### src/design/fip_fifo.sv
`timescale 1ns / 1ps
// Small synchronous queue with occupancy count.
module fip_fifo #(
    parameter int WIDTH = 8,
    parameter int DEPTH = 4
) (
    input  logic                       clk,
    input  logic                       rst_n,
    input  logic                       push,
    input  logic [WIDTH-1:0]           din,
    output logic                       full,
    input  logic                       pop,
    output logic [WIDTH-1:0]           dout,
    output logic                       empty,
    output logic [$clog2(DEPTH+1)-1:0] level
);

    localparam int PTR_W = (DEPTH > 1) ? $clog2(DEPTH) : 1;
    localparam int LVL_W = $clog2(DEPTH + 1);

    logic [WIDTH-1:0] store_mem [DEPTH];
    logic [PTR_W-1:0] wr_ptr_reg, wr_ptr_next;
    logic [PTR_W-1:0] rd_ptr_reg, rd_ptr_next;
    logic [LVL_W-1:0] level_reg, level_next;
    logic             do_push, do_pop;

    assign full    = (level_reg == LVL_W'(DEPTH));
    assign empty   = (level_reg == '0);
    assign level   = level_reg;
    assign do_push = push && !full;
    assign do_pop  = pop && !empty;
    assign dout    = store_mem[rd_ptr_reg];

    always_comb
    begin
        wr_ptr_next = wr_ptr_reg;
        rd_ptr_next = rd_ptr_reg;
        if (do_push)
        begin
            wr_ptr_next = (wr_ptr_reg == PTR_W'(DEPTH - 1)) ? '0 : wr_ptr_reg + PTR_W'(1);
        end
        if (do_pop)
        begin
            rd_ptr_next = (rd_ptr_reg == PTR_W'(DEPTH - 1)) ? '0 : rd_ptr_reg + PTR_W'(1);
        end
        unique case ({do_push, do_pop})
            2'b10:   level_next = level_reg + LVL_W'(1);
            2'b01:   level_next = level_reg - LVL_W'(1);
            default: level_next = level_reg;
        endcase
    end

    always_ff @(posedge clk)
    begin
        if (do_push)
        begin
            store_mem[wr_ptr_reg] <= din;
        end
    end

    always_ff @(posedge clk or negedge rst_n)
    begin
        if (!rst_n)
        begin
            wr_ptr_reg <= '0;
            rd_ptr_reg <= '0;
            level_reg  <= '0;
        end
        else
        begin
            wr_ptr_reg <= wr_ptr_next;
            rd_ptr_reg <= rd_ptr_next;
            level_reg  <= level_next;
        end
    end

`ifndef NO_ASSERTIONS
    a_level_bound: assert property (@(posedge clk) disable iff (!rst_n)
        level_reg <= LVL_W'(DEPTH))
        else $error("fifo level above depth");

    a_level_inc: assert property (@(posedge clk) disable iff (!rst_n)
        (do_push && !do_pop) |=> (level_reg == $past(level_reg) + LVL_W'(1)))
        else $error("fifo level did not grow on push");

    a_level_dec: assert property (@(posedge clk) disable iff (!rst_n)
        (do_pop && !do_push) |=> (level_reg == $past(level_reg) - LVL_W'(1)))
        else $error("fifo level did not drop on pop");
`endif

endmodule

### config.mk
export PLATFORM = sky130hd
export DESIGN_NAME = fip_fifo
export DESIGN_NICKNAME = d
export VERILOG_FILES = /design/src/design/fip_fifo.sv
export SDC_FILE = /design/constraint.sdc
export NUM_CORES = 1
export LEC_CHECK = 0
export BUFFER_PORTS_ARGS = -buffer_cell sky130_fd_sc_hd__buf_2
export CORE_MARGIN = 2
export CORE_UTILIZATION = 49
export DETAILED_ROUTE_END_ITERATION = 12
export GPL_ROUTABILITY_DRIVEN = 0
export PLACE_DENSITY_LB_ADDON = 0.2
export SYNTH_ARGS = -nofsm -noshare
export SYNTH_HDL_FRONTEND = slang
export SYNTH_SLANG_ARGS = --single-unit
### constraint.sdc
create_clock -name clk -period 6 [get_ports clk]
set_input_delay 1.2 -clock clk [delete_from_list [all_inputs] [get_ports clk]]
set_output_delay 1.2 -clock clk [all_outputs]
set_load 0.01 [all_outputs]
**Yosys cells after proc, flatten, opt, wreduce, memory -nomap -nowiden**

Memory sizes are Yosys's and may differ from the RTL's.
Index checks and enable logic that the tools add are counted.

- Memories: 1
- Register bits: 7
- Output and inout bits: 13
- Logic and storage cells: 24
- RAM bits: 32
- Input bits: 12

- Reduce and logical (&&, ||, !) cells: 6
- Equality and inequality tests: 5
- Mux-type cells: 5
- Add/subtract/negate cells: 4

Memories:

| memory | words | bits a word | read ports | clocked after memory_dff | wr ports | line | RTL |
|---|---|---|---|---|---|---|---|
| store_mem | 4 | 8 | 1 | 0 | 1 | 21 | `logic [WIDTH-1:0] store_mem [DEPTH];` |

Operators by type and width:

| operator | count |
|---|---|
| $eq A2 B2 Y1 const B | 3 |
| $pmux W3 S2 | 1 |
| $add A2 B1 Y2 const B | 2 |
| $mux W2 | 2 |
| $add A3 B1 Y3 const B | 1 |
| $eq A3 B3 Y1 const B | 1 |
| $logic_not A3 Y1 | 1 |
| $sub A3 B1 Y3 const B | 1 |
| $eq A2 B1 Y1 const B | 1 |
| $logic_and A1 B1 Y1 | 2 |
| $logic_not A1 Y1 | 2 |
| $mux W1 | 2 |
| $reduce_bool A2 Y1 | 1 |

**Depth between registers and ports, before layout**

- Depth after elaboration: 5
- Depth in mapped cells: 9
- Depth with buffers taken out: 9

**Worst setup path before layout**

OpenSTA, ideal clock, no wires.

- Path type: input port to flip-flop
- From: input push
- To: register level_reg[2] (netlist: level[2])
- Required time: 5.921 ns
- Slack: 3.583 ns
- Data arrival time: 2.337 ns
- Buffers on the path: 0
- Cell stages on the path: 8
- Library setup time: 0.079 ns
- Path through: and2_4 > inv_1 > ha_1 > inv_1 > fa_1 > xor2_1 > nor2_1 > xor2_1

- Cells in the longest elaborated chain, start to end: 3
- Elaborated cells between the ends (all ways): 5
- Those cells by class: eq/ne: 2; mux: 1; reduce/logical: 2

RTL lines:

| item | line | RTL |
|---|---|---|
| start, declared | 9 | `input logic push,` |
| $logic_and A1 B1 Y1 (*) | 30 | `assign do_push = push && !full;` |
| $eq A2 B1 Y1 or $eq A2 B2 Y1 (tied branches) | 46 | `unique case ({do_push, do_pop})` |
| $pmux W3 S2 or $reduce_bool A2 Y1 (tied branches) | - |  |
| end signal, assigned | 73 | `level_reg <= level_next;` |
| end, declared | 24 | `logic [LVL_W-1:0] level_reg, level_next;` |

Mark *: on every way between the ends. The rest lies on a longest branch, timed or not.
A chain may end at the register's enable or synchronous reset.

**Final worst setup path**

- From: register rd_ptr_reg[0]
- To: output dout[2]

- Cells in the longest elaborated chain, start to end: 1

RTL lines:

| item | line | RTL |
|---|---|---|
| start, declared | 23 | `logic [PTR_W-1:0] rd_ptr_reg, rd_ptr_next;` |
| start signal, assigned | 72 | `rd_ptr_reg <= rd_ptr_next;` |
| $mem_v2 Z4 W8 | - |  |
| end, declared | 13 | `output logic [WIDTH-1:0] dout,` |

No other way between the ends.

==> impl_metrics.env <==
export IMPL_status="finished, final reports clean"
export IMPL_reg2reg_slack_ns=3.74
export IMPL_wl_met1_um=1010
export IMPL_h_tree_depth=2
export IMPL_ys_ff_latch=39
export IMPL_syn_nets=102
export IMPL_setup_violations_final=0
export IMPL_placement_io_buffers=24
export IMPL_ir_worst_vdd_mv=0.239
export IMPL_diodes=0
export IMPL_cellPowerDensity_nw_per_um2=493
export IMPL_hold_violations=0
export IMPL_worstSetupPathType="register to output port"
export IMPL_synthCells=83
export IMPL_layout_drive_gt1_share=0.442
export IMPL_holdBufCountCts=0
export IMPL_antenna_found_initial=0
export IMPL_fmax_ghz=0.333
export IMPL_power_internal_mw=0.656
export IMPL_layout_common_cells="edfxtp_1, buf_2, inv_1, mux4_2, dfrtp_1"
export IMPL_drt_wl_total_um=2360
export IMPL_drt_iter0_drc=32
export IMPL_grt_pass1_wl_um=3590
export IMPL_start_util=0.519
export IMPL_die_y_um=61.4
export IMPL_grt_max_degree=14
export IMPL_rr_worst_depth=9
export IMPL_crit_reg2reg_launch="level[0]"
export IMPL_cts_tree="built"
export IMPL_ys_seq_area_frac=0.705
export IMPL_core_um2=3100
export IMPL_top_layer="met4"
export IMPL_design_area_um2=1880
export IMPL_whs_path_depth=1
export IMPL_power_clock_fraction=0.229
export IMPL_crit_required_ns=4.80
export IMPL_max_cap_violations=0
export IMPL_routed_via_density=4.79
export IMPL_vias=752
export IMPL_max_slew_worst_pin_slew_ns=0.581
export IMPL_p_comb_frac=0.312
export IMPL_cp_start_kind="register"
export IMPL_switchingPower_mw=0.273
export IMPL_nNetsFinal=131
export IMPL_grt_overflow=0
export IMPL_clockBufferDepth=2
export IMPL_reg2reg_to="level[2]"
export IMPL_finalCritPeriodShare=0.501
export IMPL_boundaryPins=25
export IMPL_largest_reg_flops=32
export IMPL_hpwl_um=1700
export IMPL_placed_area_um2=1780
export IMPL_total_leakage_power_nw=0.752
export IMPL_whs_endpoint="level[2]"
export IMPL_synth_avg_cell_area_um2=19.4
export IMPL_worst_slack_ns=3.00
export IMPL_skew_ns=0.00877
export IMPL_syn_cell_area_um2=1610
export IMPL_grtUsageTotal=0.151
export IMPL_grt_pass1_vias=741
export IMPL_final_common_cell="edfxtp_1"
export IMPL_min_path_type="register to register"
export IMPL_end_kind="output port"
export IMPL_dieArea_um2=3760
export IMPL_cts_root_buf="clkbuf_4"
export IMPL_seqCellArea_um2=1140
export IMPL_drtPass1Iterations=4
export IMPL_cts_sinks=39
export IMPL_sw_frac_of_total=0.294
export IMPL_clock_latency_ns=0.34
export IMPL_dr_wl_met2_um=1200
export IMPL_cts_buffers=5
export IMPL_finalMaxSlewViolations=0
export IMPL_place_ws_ns=3.31
export IMPL_die_x_um=61.4
export IMPL_worstPathArrival_ns=1.80
export IMPL_max_slew_margin=0.613
export IMPL_fin_crit_ns=3.00
export IMPL_n_fill_cell=252
export IMPL_rsz0062_at_grt="no"
export IMPL_multiInputGateArea_um2=437
export IMPL_path_clk_slew_ns=0.11
export IMPL_drc=0
export IMPL_routedWlPerCell_um=15.0
export IMPL_critPathMaxFanout=11
export IMPL_detail_route_antenna_nets=0
export IMPL_wl_met3_um=89
export IMPL_fin_tns_setup_ns=0
export IMPL_syn_to_final_growth_pct=16.8
export IMPL_ys_warn_count=0
export IMPL_postCtsSetupRepairBufs=0
export IMPL_hold_slack_ns=0.537
export IMPL_post_cts_resized=0
export IMPL_worstHoldStart="level[2]"
export IMPL_rows=20
export IMPL_power_frac_seq=0.459
export IMPL_ys_types=19
synthesized netlist by cell type (all sizes together):
library cell | instances | share of area
buf | 2 | 0.0054
inv | 8 | 0.019
edfxtp | 32 | 0.60
xor2 | 2 | 0.011
nor3 | 1 | 0.0031
nor2 | 3 | 0.0070
or3b | 1 | 0.0070
mux2 | 4 | 0.033
mux4 | 8 | 0.11
nand2b | 1 | 0.0039
ha | 6 | 0.047
dfrtp | 7 | 0.11
and3 | 4 | 0.019
mux2i | 1 | 0.0062
xnor2 | 1 | 0.0054
fa | 1 | 0.012
and2 | 1 | 0.0054
area by class of cell:
class | instances | share of cell area
well taps | 44 | 0.0292
clock buffers | 5 | 0.0199
repair buffers | 24 | 0.0638
clock inverters | 3 | 0.0359
flip-flops and latches | 39 | 0.603
inverters | 8 | 0.0159
multi-input cells | 34 | 0.232
critical path: stages, from the launching register on:
cell     delay (ns)
dfrtp_1        0.73
mux4_2         0.58
buf_2          0.15
how the worst max path moves through the flow:
stage,from,endpoint,slack (ns),cells past startpoint
CTS,rd_ptr_reg[0],dout[2],2.92,2
global placement,rd_ptr_reg[0],dout[5],3.35,2
floorplan,push,level[2],3.58,8
detailed placement,rd_ptr_reg[0],dout[2],3.31,2
global route,rd_ptr_reg[0],dout[0],2.85,2
finish,rd_ptr_reg[0],dout[2],3.00,2
through the flow:
stage,total power [mW],util,instances
3_3_place_gp,0.722,0.573,149
6_report,0.929,0.607,157
3_5_place_dp,0.732,0.573,149
5_1_grt,0.990,0.607,157
4_1_cts,0.945,0.607,157
2_1_floorplan,0.635,-,83
power groups by stage:
stage               registers [mW]  logic, mW  clock network (mW)
global route                 0.438      0.323               0.230
CTS                          0.430      0.297               0.218
detailed placement           0.437      0.296                   0
global placement             0.431      0.291                   0
finish                       0.427      0.290               0.212
floorplan                    0.402      0.233                   0
cells by family after synthesis:
logic type	Yosys count	share of synthesized area
multiplexers	13	0.151
adder cells (fa/ha/maj)	7	0.0590
buffers and inverters	10	0.0241
flip-flops	39	0.705
XOR/XNOR	3	0.0163
AND/OR/NAND/NOR	11	0.0450
routing by layer:
layer	GRT usage	up-vias
met2	0.231	15
met1	0.182	365
met4	0.0912	0
met5	0	-
li1	-	368
met3	0.0567	4
Note: power is estimated with default switching activity, not from simulation.
